`config.mk`:
```
export PLATFORM = sky130hd
export DESIGN_NAME = dht_queue
export DESIGN_NICKNAME = d
export VERILOG_FILES = /design/src/rtl/dht_pkg.sv /design/src/rtl/dht_queue.sv
export SDC_FILE = /design/constraint.sdc
export NUM_CORES = 1
export LEC_CHECK = 0
export BUFFER_PORTS_ARGS = -buffer_cell sky130_fd_sc_hd__buf_2
export CAP_MARGIN = 10
export CORE_MARGIN = 3
export CORE_UTILIZATION = 30
export DETAILED_ROUTE_END_ITERATION = 8
export GPL_TIMING_DRIVEN = 0
export HOLD_SLACK_MARGIN = 0.03
export PLACE_DENSITY = 0.47
export SLEW_MARGIN = 15
export SYNTH_ARGS = -nofsm -noshare
export SYNTH_HDL_FRONTEND = slang
export SYNTH_SLANG_ARGS = --single-unit
```
`constraint.sdc`:
```
create_clock -name clk -period 3.9 [get_ports clk]
set_clock_uncertainty 0.15 [all_clocks]
set_input_delay 0.39 -clock clk [delete_from_list [all_inputs] [get_ports clk]]
set_output_delay 0.39 -clock clk [all_outputs]
set_load 0.01 [all_outputs]
```
`src/rtl/dht_pkg.sv`:
```
// Shared types, constants and codes for the double hash table unit.
package dht_pkg;

  localparam int MAX_SLOTS  = 1024;
  localparam int SLOT_BITS  = $clog2(MAX_SLOTS);
  localparam int SIZE_BITS  = SLOT_BITS + 1;
  localparam int KEY_BITS   = 32;
  localparam int VALUE_BITS = 32;
  localparam int QUEUE_DEPTH = 2;

  localparam logic [1:0] CMD_INSERT = 2'd0;
  localparam logic [1:0] CMD_SEARCH = 2'd1;
  localparam logic [1:0] CMD_REMOVE = 2'd2;

  localparam logic [2:0] ST_INSERTED  = 3'd0;
  localparam logic [2:0] ST_UPDATED   = 3'd1;
  localparam logic [2:0] ST_FOUND     = 3'd2;
  localparam logic [2:0] ST_NOT_FOUND = 3'd3;
  localparam logic [2:0] ST_REMOVED   = 3'd4;
  localparam logic [2:0] ST_FULL      = 3'd5;

  localparam logic [1:0] MARK_EMPTY = 2'd0;
  localparam logic [1:0] MARK_USED  = 2'd1;
  localparam logic [1:0] MARK_GONE  = 2'd2;

  typedef struct packed {
    logic [1:0]  command;
    logic [31:0] key;
    logic [31:0] value;
  } dht_in_t;

  typedef struct packed {
    logic [2:0]  status;
    logic [31:0] found_value;
    logic [9:0]  slot_index;
  } dht_out_t;

  // A classified item as handed from the front part to the back part.
  typedef struct packed {
    logic [1:0]           command;
    logic [KEY_BITS-1:0]  key;
    logic [VALUE_BITS-1:0] value;
    logic [SLOT_BITS-1:0] home;
    logic [SLOT_BITS-1:0] step;
    logic [SIZE_BITS-1:0] size;
  } dht_job_t;

  typedef enum logic [2:0] {
    FS_IDLE, FS_HOME, FS_STEP, FS_PUSH
  } dht_front_state_t;

  typedef enum logic [2:0] {
    BS_CLEAR, BS_IDLE, BS_READ, BS_CHECK, BS_WRITE, BS_DONE
  } dht_back_state_t;

endpackage

```
`src/rtl/dht_queue.sv`:
```
// Short queue between the front and back parts.
module dht_queue (
  input  logic              clk,
  input  logic              rst_n,
  input  logic              wr_valid,
  output logic              wr_ready,
  input  dht_pkg::dht_job_t wr_data,
  output logic              rd_valid,
  input  logic              rd_ready,
  output dht_pkg::dht_job_t rd_data
);
  import dht_pkg::*;

  localparam int PTR_BITS = $clog2(QUEUE_DEPTH);

  dht_job_t            mem_r [QUEUE_DEPTH];
  logic [PTR_BITS-1:0] wp_r, rp_r;
  logic [PTR_BITS:0]   cnt_r;
  logic                push, pop;

  assign wr_ready = (cnt_r != (PTR_BITS+1)'(QUEUE_DEPTH));
  assign rd_valid = (cnt_r != '0);
  assign push     = wr_valid && wr_ready;
  assign pop      = rd_valid && rd_ready;
  assign rd_data  = mem_r[rp_r];

  always_ff @(posedge clk) begin
    if (!rst_n) begin
      wp_r  <= '0;
      rp_r  <= '0;
      cnt_r <= '0;
    end else begin
      if (push) wp_r <= wp_r + PTR_BITS'(1);
      if (pop) rp_r <= rp_r + PTR_BITS'(1);
      cnt_r <= cnt_r + (PTR_BITS+1)'(push) - (PTR_BITS+1)'(pop);
    end
    if (push) mem_r[wp_r] <= wr_data;
  end
endmodule

```
; ---- Yosys cells after proc, flatten, opt, wreduce, memory -nomap -nowiden
; Memory sizes are Yosys's and may differ from the RTL's. A register that Yosys moved wholly into a read port is not among the register bits.
; Index checks and enable logic that the tools add are counted.
[classes]
addsub = 4
eq_ne = 1
n_mux = 4
reduce_logical = 3
[op_table]
columns = op, n
row1 = $mux 1, 4
row2 = $add 1x1->1 const B, 2
row3 = $add 2x1->2, 1
row4 = $logic_and 1x1->1, 2
row5 = $ne 2x2->1 const B, 1
row6 = $reduce_bool 2->1, 1
row7 = $sub 2x1->2, 1
[totals]
ff_bits = 4
ramBits = 194
in_bits = 101
out_inout_bits = 99
word_cells = 16
n_memories = 1
[memory_table]
columns = memory, words, width, rd, rd_ports_with_merged_regs, write_ports, line
row1 = mem_r, 2, 97, 1, 1, 1, dht_queue.sv:16  ; dht_job_t mem_r [QUEUE_DEPTH];

; ---- Depth between registers and ports, before layout
[logic_depth]
ltp_word = 4
mapped_depth = 6
ltp_nobuf = 6

; ---- Worst setup path after synthesis
; Ideal clock, no wire load.
[synth_path]
kind = register -> register
start = reg cnt_r[0]
end = mem mem_r[1][0] in the netlist's numbering (enable)
setup_time_ns = 0.467
arrival_time_ns = 2.955
t_required_ns = 3.283
setup_slack_ns = 0.328
stages_incl_launch_ff = 3
n_path_buf = 0
synth_period_minus_slack_ns = 3.572
path_cell_list = dfxtp_1 -> nand2b_1 -> and3_1
[synth_via]
elab_chain_cells = 4
[synth_rtl]
columns = item, line
row1 = from (decl), dht_queue.sv:18  ; logic [PTR_BITS:0] cnt_r;
row2 = from (signal assigned), dht_queue.sv:35  ; cnt_r <= cnt_r + (PTR_BITS+1)'(push) - (PTR_BITS+1)'(pop);
row3 = $ne 2x2->1, dht_queue.sv:21  ; assign wr_ready = (cnt_r != (PTR_BITS+1)'(QUEUE_DEPTH));
row4 = net wr_ready, dht_queue.sv:6  ; output logic wr_ready,
row5 = $logic_and 1x1->1, dht_queue.sv:23  ; assign push = wr_valid && wr_ready;
row6 = $mux 1, dht_queue.sv:37  ; if (push) mem_r[wp_r] <= wr_data;
row7 = $mux 1 (implied by the code), dht_queue.sv:37
row8 = to (decl), dht_queue.sv:16
; The timed path passes the listed nets, and every way through them passes these cells.

==> results.sh <==
export IMPL_max_freq_ghz=0.439
export IMPL_p_total_mw=5.64
export IMPL_ant_nets=0
export IMPL_hpwlAfterDp_um=9930
export IMPL_critical_path_buf_inv_count=4
export IMPL_cts_root_buf="clkbuf_16"
export IMPL_peakVddDrop_mv=0.246
export IMPL_finalNetCount=750
export IMPL_cts_resized=0
export IMPL_cpPeakStageDelay_ns=0.33
export IMPL_slowest_stage="dfxtp_1"
export IMPL_path_delay_family="buffers and inverters"
export IMPL_critPathKind="register to primary output"
export IMPL_r2r_start="cnt_r[0]$_SDFF_PN0_"
export IMPL_worst_ep_required_time_ns=3.36
export IMPL_clock_path_buffers=2
export IMPL_io_buffers=199
export IMPL_drive_gt1_share_pct=52.3
export IMPL_p_leak_nw=3.93
export IMPL_grt_setup_unrepaired="false"
export IMPL_ys_seq_elements=199
export IMPL_grt_pass1_wl_um=23800
export IMPL_cp_cell_sequence="buf_6 -> buf_6 -> buf_6 -> mux2_4 -> buf_2"
export IMPL_finalCritPeriodShare_pct=58.4
export IMPL_drc=0
export IMPL_post_cts_buffers=0
export IMPL_fp_dieW_um=163
export IMPL_crit_fanout=10
export IMPL_core_area_mm2=0.0238
export IMPL_synthCells=331
export IMPL_hold_viol=0
export IMPL_clk_pin_slew_ns=0.07
export IMPL_fill_cells=2169
export IMPL_die_y_um=163
export IMPL_syn_area_per_cell_um2=22.3
export IMPL_setup_violations=0
export IMPL_post_route_min_period_ns=2.28
export IMPL_cts_tree="built"
export IMPL_hp_start="rst_n"
export IMPL_htreeDepth=4
export IMPL_start_util_pct=31.0
export IMPL_crit_top_cell="buf_6"
export IMPL_register_area_mm2=0.00593
export IMPL_viasPerCell=4.23
export IMPL_syn_nets=433
export IMPL_globalplace_congestion=0.696
export IMPL_cts_buffers=17
export IMPL_yosys_warnings=0
export IMPL_grt_remaining_overflow=0
export IMPL_status="finished clean"
export IMPL_dieArea_mm2=0.0265
export IMPL_tightest_slew_ns=0.755
export IMPL_cts_hold_buffers_added=97
export IMPL_grt_use_met3_pct=4.04
export IMPL_num_io_pins=200
export IMPL_detailedRoute_firstPassIterationCount=4
export IMPL_grt_usage_pct=11.6
export IMPL_synth_area_mm2=0.00738
export IMPL_cp_start_kind="register"
export IMPL_row_count=56
export IMPL_drt_iter0_markers=196
export IMPL_power_density_mw_per_mm2=544
export IMPL_grt_max_degree=53
export IMPL_grtUsageMet1_pct=13.8
export IMPL_insertion_delay_ns=0.41
export IMPL_drv_cap=0
export IMPL_antenna_cells=0
export IMPL_multi_input_area_mm2=0.00137
export IMPL_finalMaxSlewViolations=0
export IMPL_synth_cell_type_count=24
export IMPL_crit_path_end_kind="primary output"
export IMPL_wire_per_inst_um=15.8
export IMPL_syn_to_final_growth_pct=40.6
export IMPL_drt_wl_total_um=15500
export IMPL_fin_hold_ws_ns=0.107
export IMPL_slew_headroom_pct=49.6
export IMPL_hold_path_class="input pin to register"
export IMPL_use_met2_pct=20.0
export IMPL_vias=4137
export IMPL_worstPathArrival_ns=1.74
export IMPL_grt_pass1_vias=4550
export IMPL_seq_area_frac_synth_pct=80.3
export IMPL_antenna_found_initial=1
export IMPL_gr_max_usage_layer="met2"
export IMPL_numClockSinks=199
-- layout make-up --
class | count | share of cell area (%)
well taps | 319 | 3.85
inverters | 1 | 0.0844
multi-input cells | 120 | 13.2
clock inverters | 14 | 1.35
clock buffers | 17 | 4.10
flip-flops and latches | 199 | 57.1
repair buffers | 298 | 19.5
plain buffers | 11 | 0.832
-- stage by stage --
stage | std cells | cell area, µm² | TNS, ns | worst slack [ns] | util (%)
finish | 979 | 10400 | 0 | 1.62 | 43.6
detailed placement | 851 | 8840 | 0 | 1.64 | 37.1
global placement | 849 | 8770 | -140.23 | -1.01 | 36.8
CTS | 979 | 10400 | 0 | 1.56 | 43.6
floorplan | 331 | 7380 | 0 | 0.328 | -
global route | 979 | 10400 | 0 | 1.52 | 43.6
-- flip-flops by register name (all words and copies together) (netlist names), named ones only --
signal	cells
rp_r	1
cnt_r	2
wp_r	1
mem_r	194
-- power by group --
part / switching, mW / internal, mW
Clock: 0.832 / 0.848
Sequential: 0.0543 / 2.60
Combinational: 0.643 / 0.669
-- path summary, 6_finish.rpt --
path	endpoint	slack, ns	depth (start not counted)
setup / recovery	rd_data[75]	1.62	5
hold reg to reg	register	0.44	2
setup reg to reg	mem_r[1][62]$_DFFE_PP_	1.66	3
hold / removal	register	0.11	2
-- cells in the mapped netlist, drive strengths merged --
cell,number,share of area [%]
a211oi,1,0.10
a21bo,2,0.27
a21boi,1,0.10
a32oi,1,0.12
and2,3,0.25
and3,1,0.085
buf,11,1.2
dfxtp,5,1.4
edfxtp,194,79
ha,1,0.17
inv,1,0.051
mux2,97,16
mux2i,1,0.14
nand2,1,0.051
nand2b,2,0.17
nand3,1,0.068
nand3b,1,0.10
nor2,2,0.10
nor2b,1,0.085
o21ai,2,0.14
or2,1,0.085
xnor2,1,0.12
-- layer usage --
| metal | routed length, µm | share of wire [%] |
|---|---|---|
| met3 | 1020 | 6.6 |
| met4 | 178 | 1.2 |
| met5 | 7 | 0.045 |
| met1 | 6500 | 42 |
| met2 | 7750 | 50 |
-- cell families (layout without fill, tap and decap cells) --
| family | count (synthesis) | count (layout) | synth area share (%) |
|---|---|---|---|
| AO/OA/AOI/OAI | 7 | 7 | 0.729 |
| XOR/XNOR | 1 | 1 | 0.119 |
| adder cells (fa/ha/maj) | 1 | 1 | 0.170 |
| buffers and inverters | 12 | 341 | 1.22 |
| flip-flops | 199 | 199 | 80.3 |
| multiplexers | 98 | 98 | 16.5 |
| AND/OR/NAND/NOR | 13 | 13 | 1.00 |
-- placed cells by master, fill, tap and decap left out, types with 2 or more instances in the layout --
cell type        n
nand2b_1         2
a21bo_2          2
dfxtp_1          5
mux2_4          30
mux2_2          67
buf_2          205
clkbuf_16       17
nor2_1           2
o21ai_0          2
buf_16           2
clkinv_8         2
edfxtp_1       194
clkinv_4         3
and2_1           3
dlygate4sd3_1   97
inv_6            5
buf_6            5
inv_8            3
Note: power is estimated with default switching activity, not from simulation.
