[src/rtl/dht_pkg.sv]
// Shared types, constants and codes for the double hash table unit.
package dht_pkg;

  localparam int MAX_SLOTS  = 1024;
  localparam int SLOT_BITS  = $clog2(MAX_SLOTS);
  localparam int SIZE_BITS  = SLOT_BITS + 1;
  localparam int KEY_BITS   = 32;
  localparam int VALUE_BITS = 32;
  localparam int QUEUE_DEPTH = 2;

  localparam logic [1:0] CMD_INSERT = 2'd0;
  localparam logic [1:0] CMD_SEARCH = 2'd1;
  localparam logic [1:0] CMD_REMOVE = 2'd2;

  localparam logic [2:0] ST_INSERTED  = 3'd0;
  localparam logic [2:0] ST_UPDATED   = 3'd1;
  localparam logic [2:0] ST_FOUND     = 3'd2;
  localparam logic [2:0] ST_NOT_FOUND = 3'd3;
  localparam logic [2:0] ST_REMOVED   = 3'd4;
  localparam logic [2:0] ST_FULL      = 3'd5;

  localparam logic [1:0] MARK_EMPTY = 2'd0;
  localparam logic [1:0] MARK_USED  = 2'd1;
  localparam logic [1:0] MARK_GONE  = 2'd2;

  typedef struct packed {
    logic [1:0]  command;
    logic [31:0] key;
    logic [31:0] value;
  } dht_in_t;

  typedef struct packed {
    logic [2:0]  status;
    logic [31:0] found_value;
    logic [9:0]  slot_index;
  } dht_out_t;

  // A classified item as handed from the front part to the back part.
  typedef struct packed {
    logic [1:0]           command;
    logic [KEY_BITS-1:0]  key;
    logic [VALUE_BITS-1:0] value;
    logic [SLOT_BITS-1:0] home;
    logic [SLOT_BITS-1:0] step;
    logic [SIZE_BITS-1:0] size;
  } dht_job_t;

  typedef enum logic [2:0] {
    FS_IDLE, FS_HOME, FS_STEP, FS_PUSH
  } dht_front_state_t;

  typedef enum logic [2:0] {
    BS_CLEAR, BS_IDLE, BS_READ, BS_CHECK, BS_WRITE, BS_DONE
  } dht_back_state_t;

endpackage

[src/rtl/dht_front.sv]
// Front part: takes commands, computes home slot and probe step by serial modulo.
module dht_front (
  input  logic                       clk,
  input  logic                       rst_n,
  input  logic                       take,
  input  dht_pkg::dht_in_t           item,
  input  logic [dht_pkg::SIZE_BITS-1:0] size,
  output logic                       idle,
  output logic                       job_valid,
  output dht_pkg::dht_job_t          job,
  input  logic                       job_ready
);
  import dht_pkg::*;

  dht_front_state_t state_r, state_nxt;
  dht_in_t          item_r;
  logic [SIZE_BITS-1:0] size_r;
  logic [SIZE_BITS-1:0] rem_r, rem_nxt;
  logic [SIZE_BITS-1:0] div_r;
  logic [5:0]           bit_r, bit_nxt;
  logic [SLOT_BITS-1:0] home_r;
  logic [SIZE_BITS:0]   shifted;
  logic [SIZE_BITS:0]   diff;

  // One restoring-division step per cycle, key bits taken from the top.
  always_comb begin
    shifted = {rem_r, item_r.key[bit_r[4:0]]};
    diff    = shifted - {1'b0, div_r};
    if (!diff[SIZE_BITS]) begin
      rem_nxt = diff[SIZE_BITS-1:0];
    end else begin
      rem_nxt = shifted[SIZE_BITS-1:0];
    end
  end

  always_comb begin
    state_nxt = state_r;
    bit_nxt   = bit_r - 6'd1;
    unique case (state_r)
      FS_IDLE: if (take) state_nxt = FS_HOME;
      FS_HOME: if (bit_r == 6'd0) state_nxt = FS_STEP;
      FS_STEP: if (bit_r == 6'd0) state_nxt = FS_PUSH;
      FS_PUSH: if (job_ready) state_nxt = FS_IDLE;
      default: state_nxt = FS_IDLE;
    endcase
    if (state_r == FS_IDLE || (state_r == FS_HOME && bit_r == 6'd0)) begin
      bit_nxt = 6'(KEY_BITS - 1);
    end
  end

  always_ff @(posedge clk) begin
    if (!rst_n) begin
      state_r <= FS_IDLE;
    end else begin
      state_r <= state_nxt;
    end
    bit_r <= bit_nxt;
    unique case (state_r)
      FS_IDLE: begin
        item_r <= item;
        if (size < SIZE_BITS'(3)) begin
          size_r <= SIZE_BITS'(3);
          div_r  <= SIZE_BITS'(3);
        end else if (size > SIZE_BITS'(MAX_SLOTS)) begin
          size_r <= SIZE_BITS'(MAX_SLOTS);
          div_r  <= SIZE_BITS'(MAX_SLOTS);
        end else begin
          size_r <= size;
          div_r  <= size;
        end
        rem_r <= '0;
      end
      FS_HOME: begin
        if (bit_r == 6'd0) begin
          home_r <= rem_nxt[SLOT_BITS-1:0];
          rem_r  <= '0;
          div_r  <= size_r - SIZE_BITS'(1);
        end else begin
          rem_r <= rem_nxt;
        end
      end
      FS_STEP: rem_r <= rem_nxt;
      FS_PUSH: ;
      default: ;
    endcase
  end

  always_comb begin
    idle        = (state_r == FS_IDLE);
    job_valid   = (state_r == FS_PUSH);
    job.command = item_r.command;
    job.key     = item_r.key;
    job.value   = item_r.value;
    job.home    = home_r;
    job.step    = rem_r[SLOT_BITS-1:0] + SLOT_BITS'(1);
    job.size    = size_r;
  end
endmodule

[config.mk]
export PLATFORM = sky130hd
export DESIGN_NAME = dht_front
export DESIGN_NICKNAME = d
export VERILOG_FILES = /design/src/rtl/dht_pkg.sv /design/src/rtl/dht_front.sv
export SDC_FILE = /design/constraint.sdc
export NUM_CORES = 1
export LEC_CHECK = 0
export BUFFER_PORTS_ARGS = -buffer_cell sky130_fd_sc_hd__buf_4
export CORE_MARGIN = 4
export CORE_UTILIZATION = 51
export DETAILED_ROUTE_END_ITERATION = 10
export GPL_TIMING_DRIVEN = 0
export PLACE_DENSITY = 0.78
export SYNTH_ARGS = -nofsm -noshare
export SYNTH_HDL_FRONTEND = slang
export SYNTH_SLANG_ARGS = --single-unit
[constraint.sdc]
create_clock -name clk -period 5.34 [get_ports clk]
set_input_delay 0.267 -clock clk [delete_from_list [all_inputs] [get_ports clk]]
set_output_delay 0.267 -clock clk [all_outputs]
set_load 0.02 [all_outputs]
# [Word level (Yosys, flattened, before mapping)]
# Cells that the tools add are included.
[totals] reg_bits=118 inputBits=81 wordCells=46
[op_classes] n_addsub=4 n_lt_le_gt_ge=3 n_eq_ne=7 muxes=14 reduce_logical=9
[op_table] cell="2-to-1 mux 11 bit" n=5
[op_table] cell="case mux 11 bit (3 select lines)" n=1
[op_table] cell="case mux 11 bit (2 select lines)" n=1
[op_table] cell="2-to-1 mux 3 bit" n=4
[op_table] cell="case mux 3 bit (4 select lines)" n=1
[op_table] cell="subtractor 12 x 11 -> 12 bit" n=1
[op_table] cell="greater-than comparator 11 bit, second input constant" n=1
[op_table] cell="< comparator 11 x 2 -> 1 bit, second input constant" n=1
[op_table] cell="subtractor 11 x 1 -> 11 bit, second input constant" n=1
[op_table] cell="adder 10 x 1 -> 10 bit, second input constant" n=1
[op_table] cell="equality test 3 x 2 -> 1 bit, second input constant" n=2
[op_table] cell="logical NOT 6 bit" n=1
[op_table] cell="< comparator 5 x 6 -> 1 bit, second input constant" n=1
[op_table] cell="inequality test 2 bit, second input constant" n=3
[op_table] cell="subtractor 6 x 1 -> 6 bit, second input constant" n=1
[op_table] cell="binary-select mux 1 bit (select 5 bit)" n=1
[op_table] cell="AND reduction 2 bit" n=2
[op_table] cell="AND reduction 4 bit" n=1
[op_table] cell="equality test 3 x 1 -> 1 bit, second input constant" n=1
[op_table] cell="logical NOT 3 bit" n=1
[op_table] cell="nonzero test 3 bit" n=1
[op_table] cell="inequality test 2 x 1 -> 1 bit, second input constant" n=1
[op_table] cell="nonzero test 2 bit" n=1
[op_table] cell="logical AND 1 bit" n=1
[op_table] cell="2 further kinds" n=2

# [Logic depth before layout (Yosys ltp)]
[depth] depth_word=6 depth_mapped=15 mapped_depth_nobuf=13

# [Least setup slack after synthesis]
# Ideal clock, no wire load.
[synth_path] path_kind="register to register" startpoint="register state_r[0]" endpoint="register div_r[0] (enable)" arrival_ps=3574 t_required_ps=4946 path_slack_ps=1372 path_stages_with_launch=5 path_cell_list="dfxtp_1 -> inv_1 -> ha_1 -> inv_1 -> o21ai_0"
[synth_via] elab_chain_cells=3
[synth_rtl] element="from (decl)" line_no="dht_front.sv:15" source="dht_front_state_t state_r, state_nxt;"
[synth_rtl] element="from (signal assigned)" line_no="dht_front.sv:55" source="state_r <= state_nxt;"
[synth_rtl] element="logical NOT 3 bit"
[synth_rtl] element="net idle" line_no="dht_front.sv:8" source="output logic idle,"
[synth_rtl] element="nonzero test 2 bit (no line)"
[synth_rtl] element="AND reduction 2 bit (no line)"
[synth_rtl] element="to (signal assigned)" line_no="dht_front.sv:66" source="div_r <= SIZE_BITS'(MAX_SLOTS);"
[synth_rtl] element="to (signal assigned)" line_no="dht_front.sv:69" source="div_r <= size;"
[synth_rtl] element="to (signal assigned)" line_no="dht_front.sv:77" source="div_r <= size_r - SIZE_BITS'(1);"
[synth_rtl] element="to (decl)" line_no="dht_front.sv:19" source="logic [SIZE_BITS-1:0] div_r;"
# The timed path passes the listed nets, and every way through them passes these cells.
# A chain may end at the register's enable or synchronous reset.

# [Worst setup path in the final report]
[layout_path] startpoint="register bit_r[2]" endpoint="register rem_r[9], data pin"
[layout_via] elab_chain_cells=6
[layout_rtl] element="from (decl)" line_no="dht_front.sv:20" source="logic [5:0] bit_r, bit_nxt;"
[layout_rtl] element="from (signal assigned)" line_no="dht_front.sv:57" source="bit_r <= bit_nxt;"
[layout_rtl] element="binary-select mux 1 bit (select 5 bit)" line_no="dht_front.sv:27" source="shifted = {rem_r, item_r.key[bit_r[4:0]]};"
[layout_rtl] element="2-to-1 mux 1 bit (not written as such)" line_no="dht_front.sv:27"
[layout_rtl] element="subtractor 12 x 11 -> 12 bit" line_no="dht_front.sv:28" source="diff = shifted - {1'b0, div_r};"
[layout_rtl] element="2-to-1 mux 11 bit" line_no="dht_front.sv:29" source="if (!diff[SIZE_BITS]) begin"
[layout_rtl] element="2-to-1 mux 11 bit" line_no="dht_front.sv:74" source="if (bit_r == 6'd0) begin"
[layout_rtl] element="case mux 11 bit (3 select lines) (*)" line_no="dht_front.sv:58" source="unique case (state_r)"
[layout_rtl] element="to (signal assigned)" line_no="dht_front.sv:79" source="rem_r <= rem_nxt;"
[layout_rtl] element="to (signal assigned)" line_no="dht_front.sv:82" source="FS_STEP: rem_r <= rem_nxt;"
[layout_rtl] element="to (decl)" line_no="dht_front.sv:18" source="logic [SIZE_BITS-1:0] rem_r, rem_nxt;"
# Every way passes the cells marked *; elsewhere a longest branch is shown, timed or not. The select of a mux whose other input is x is not followed.

==> results.py <==
metrics = {
    "clock_tree": {
        "path_clk_slew_ns": 0.06,
        "htree_num_levels": 4,
        "clk_path_buf_depth": 2,
        "cts_setup_buffers": 0,
        "cts.sinks": 117,
        "cts_root_buf": "clkbuf_8",
        "numCtsBuffers": 17,
        "cts_tree": "built",
        "clock_latency_ns": 0.53,
    },
    "worst_hold_path": {
        "hp-class": "primary input to register",
        "hold_depth": 2,
        "worstHoldStart": "size[6]",
        "hold_end": "size_r[6]$_DFFE_PP_",
    },
    "synthesis": {
        "syn_inst": 404,
        "synth-seq-cells": 117,
        "synthArstFlopShare_pct": 0,
        "synth_compound_area_share_pct": 8.295,
        "yosysWarnings": 0,
        "ys_types": 57,
        "synth_mux_area_share_pct": 4.567,
        "synth_top_flop_cell": "edfxtp_1",
        "ys_seq_area_share_pct": 63.93,
        "synth_fa_ha_area_share_pct": 5.033,
        "synth_nets": 506,
        "synth_edf_count": 109,
        "synth-simple-area-share_pct": 11.07,
        "avgSynthCellArea_um2": 13.29,
        "synth_top_family_by_area": "simple AND/OR/NAND/NOR gates",
        "netlist_area_um2": 5370,
        "synth-xor-area-share_pct": 4.240,
    },
    "sta": {
        "hold_violations": 0,
        "hold_ws_ns": 0.1304,
        "finalCriticalPeriod_ns": 4.240,
        "setup_violations": 0,
        "rsz0062_at_grt": "false",
        "slew-limit-headroom_pct": 43.68,
        "skew_ns": 0.01106,
        "setup_ws_ns": 1.100,
        "tns_ns": 0,
        "finalCritPeriodShare_pct": 79.39,
        "tightest_slew_ns": 0.8391,
        "report.final.slew_viol_count": 0,
        "fmax_mhz": 235.9,
    },
    "grt": {
        "grt_pass1_wl_um": 25950,
        "antenna_found_initial": 0,
        "grt_pass1_vias": 4816,
        "grt_use_total_pct": 27.60,
        "grt_max_degree": 56,
        "overflow": 0,
    },
    "worst_setup_path": {
        "r2r_cells": 14,
        "ff2ff_setup_slack_ns": 1.10,
        "crit_required_ns": 5.71,
        "rr_startpoint": "bit_r[2]$_SDFF_PP1_",
        "start_kind": "register",
        "timing.rr.end": "rem_r[9]$_DFFE_PP_",
        "cp-end-kind": "register",
        "critPathKind": "register to register",
        "worstPathArrival_ns": 4.61,
        "path_max_fanout": 10,
    },
    "pwr": {
        "pwr-share-seq_pct": 34.4,
        "ir_drop_mv": 0.3558,
        "total_power_mw": 4.843,
        "p_sw_mw": 1.837,
        "pwr_density_cell_nw_per_um2": 589.0,
        "clock_power_share_pct": 24.8,
        "switching_share_pct": 37.93,
        "power.leakage_nw": 3.514,
        "internal_power_mw": 3.006,
        "power_frac_comb_pct": 40.7,
    },
    "floorplanning": {
        "die_x_um": 110.6,
        "num_rows": 37,
        "coreArea_um2": 10280,
        "die_area_um2": 12240,
        "start_util_pct": 52.25,
        "fp.dieH_um": 110.6,
        "pin_count": 180,
    },
    "finish": {
        "fill_cells": 537,
        "syn_to_final_growth_pct": 53.12,
        "final_common_cell": "buf_4",
        "final_cell_mix": "buf_4, edfxtp_1, dlygate4sd3_1, nor2_1, a21oi_1",
        "fin_area_um2": 8223,
        "fin_nets": 773,
        "n_antenna_cell": 0,
        "drive_above_1_share_pct": 33.77,
    },
    "placed_design": {
        "io_buffers": 179,
        "globalplace.congestion": 0.8402,
        "hpwl_um": 9585,
        "post-place-ws_ns": 1.398,
        "dpl-instance-area_um2": 6924,
    },
    "routing": {
        "wire_per_inst_um": 20.16,
        "drt_iter0_markers": 233,
        "dr.pass1.iters": 4,
        "routed_via_density": 5.422,
        "vias": 4446,
        "drc": 0,
        "wl_um": 16530,
        "ant_nets": 0,
    },
    "run_status": {
        "outcome": "complete, no violations",
    },
    "run": {
        "timing.max_cap.violations": 0,
    },
}
==> state kept, by name, summed over array words and instances, names as in the netlist <==
register / count
job: 66
div_r: 11
rem_r: 11
size_r: 11
home_r: 10
bit_r: 6
state_r: 2
==> how the worst max path moves through the flow <==
| stage | slack, ns | to | from |
|---|---|---|---|
| final | 1.10 | rem_r[9]$_DFFE_PP_ | bit_r[2]$_SDFF_PP1_ |
| after floorplan | 1.37 | div_r[0]$_DFFE_PP_ | state_r[0]$_SDFFE_PN0P_ |
| after global routing | 0.91 | rem_r[7]$_DFFE_PP_ | bit_r[2]$_SDFF_PP1_ |
| after global placement | 0.55 | div_r[10]$_DFFE_PP_ | state_r[0]$_SDFFE_PN0P_ |
| after detailed placement | 1.40 | rem_r[9]$_DFFE_PP_ | bit_r[2]$_SDFF_PP1_ |
| after CTS | 1.25 | rem_r[9]$_DFFE_PP_ | bit_r[2]$_SDFF_PP1_ |
==> worst max-delay path: stages (launching register included) <==
cell,delay [ns]
dfxtp_1,0.31
clkbuf_1,0.36
buf_2,0.34
mux4_2,0.38
mux2i_1,0.19
nor2_1,0.08
nor4bb_1,0.47
ha_1,0.27
nor2b_1,0.07
o211ai_1,0.25
a21oi_1,0.21
a311oi_1,0.52
buf_2,0.31
nand4b_1,0.16
a21oi_1,0.16
==> through the flow <==
step                utilization, %  instances
global placement             66.98        719
detailed placement           67.37        720
CTS                          80.01        820
floorplan                        -        404
global route                 80.01        820
finish                       80.01        820
==> area by class of cell <==
type	count	area (um^2)	share of cell area, %
tap	136	170.2	2.069
sequential	117	3433	41.75
clock inverter	15	203.9	2.480
buffer	15	71.32	0.8673
clock buffer	17	414.1	5.037
inverter	22	82.58	1.004
multi-input combinational	250	1795	21.84
timing repair buffer	248	2052	24.95
==> kinds of logic (layout without fill, tap and decap cells) <==
| kind of cell | after synthesis | count (layout) |
|---|---|---|
| XOR/XNOR | 26 | 26 |
| multiplexers | 18 | 18 |
| adder cells (fa/ha/maj) | 21 | 21 |
| AND/OR/NAND/NOR | 116 | 116 |
| buffers and inverters | 37 | 317 |
| AO/OA/AOI/OAI | 69 | 69 |
| flip-flops | 117 | 117 |
==> layer usage <==
metal  vias to the layer above  share of wire (%)  track usage, %
met1                      2124                 36           29.73
met3                        48                7.4           8.548
li1                       2054                  -               -
met5                         -                  0               0
met2                       220                 53           49.15
met4                         0                3.8           13.05
==> synthesized netlist by cell type, types with 6 or more instances <==
library cell / number / share of area, %
edfxtp_1: 109 / 61
nor2_1: 31 / 2.2
a21oi_1: 27 / 2.5
inv_1: 22 / 1.5
nand2_1: 22 / 1.5
ha_1: 20 / 4.7
xnor2_1: 19 / 3.1
nand3_1: 16 / 1.5
nor2b_1: 12 / 1.4
mux2i_1: 11 / 2.1
dfxtp_1: 8 / 3.0
clkbuf_1: 7 / 0.49
nor3_1: 7 / 0.65
o21ai_0: 7 / 0.65
o21ai_1: 7 / 0.65
xor2_1: 7 / 1.1
buf_2: 6 / 0.56
==> power by group through the flow <==
stage / sequential [mW] / clock [mW] / combinational [mW]
after CTS: 1.63 / 1.19 / 1.93
after global placement: 1.65 / 0 / 1.81
after detailed placement: 1.63 / 0 / 1.88
final: 1.67 / 1.20 / 1.97
after floorplan: 1.91 / 0 / 0.901
after global routing: 1.70 / 1.25 / 2.11
==> what timing repair did <==
| item | in CTS | in global routing |
|---|---|---|
| hold buffers | 68 | 0 |
| hold endpoints to repair | 69 | 0 |
| resized for setup | 0 | 0 |
Power figures use the tool's default switching activity.
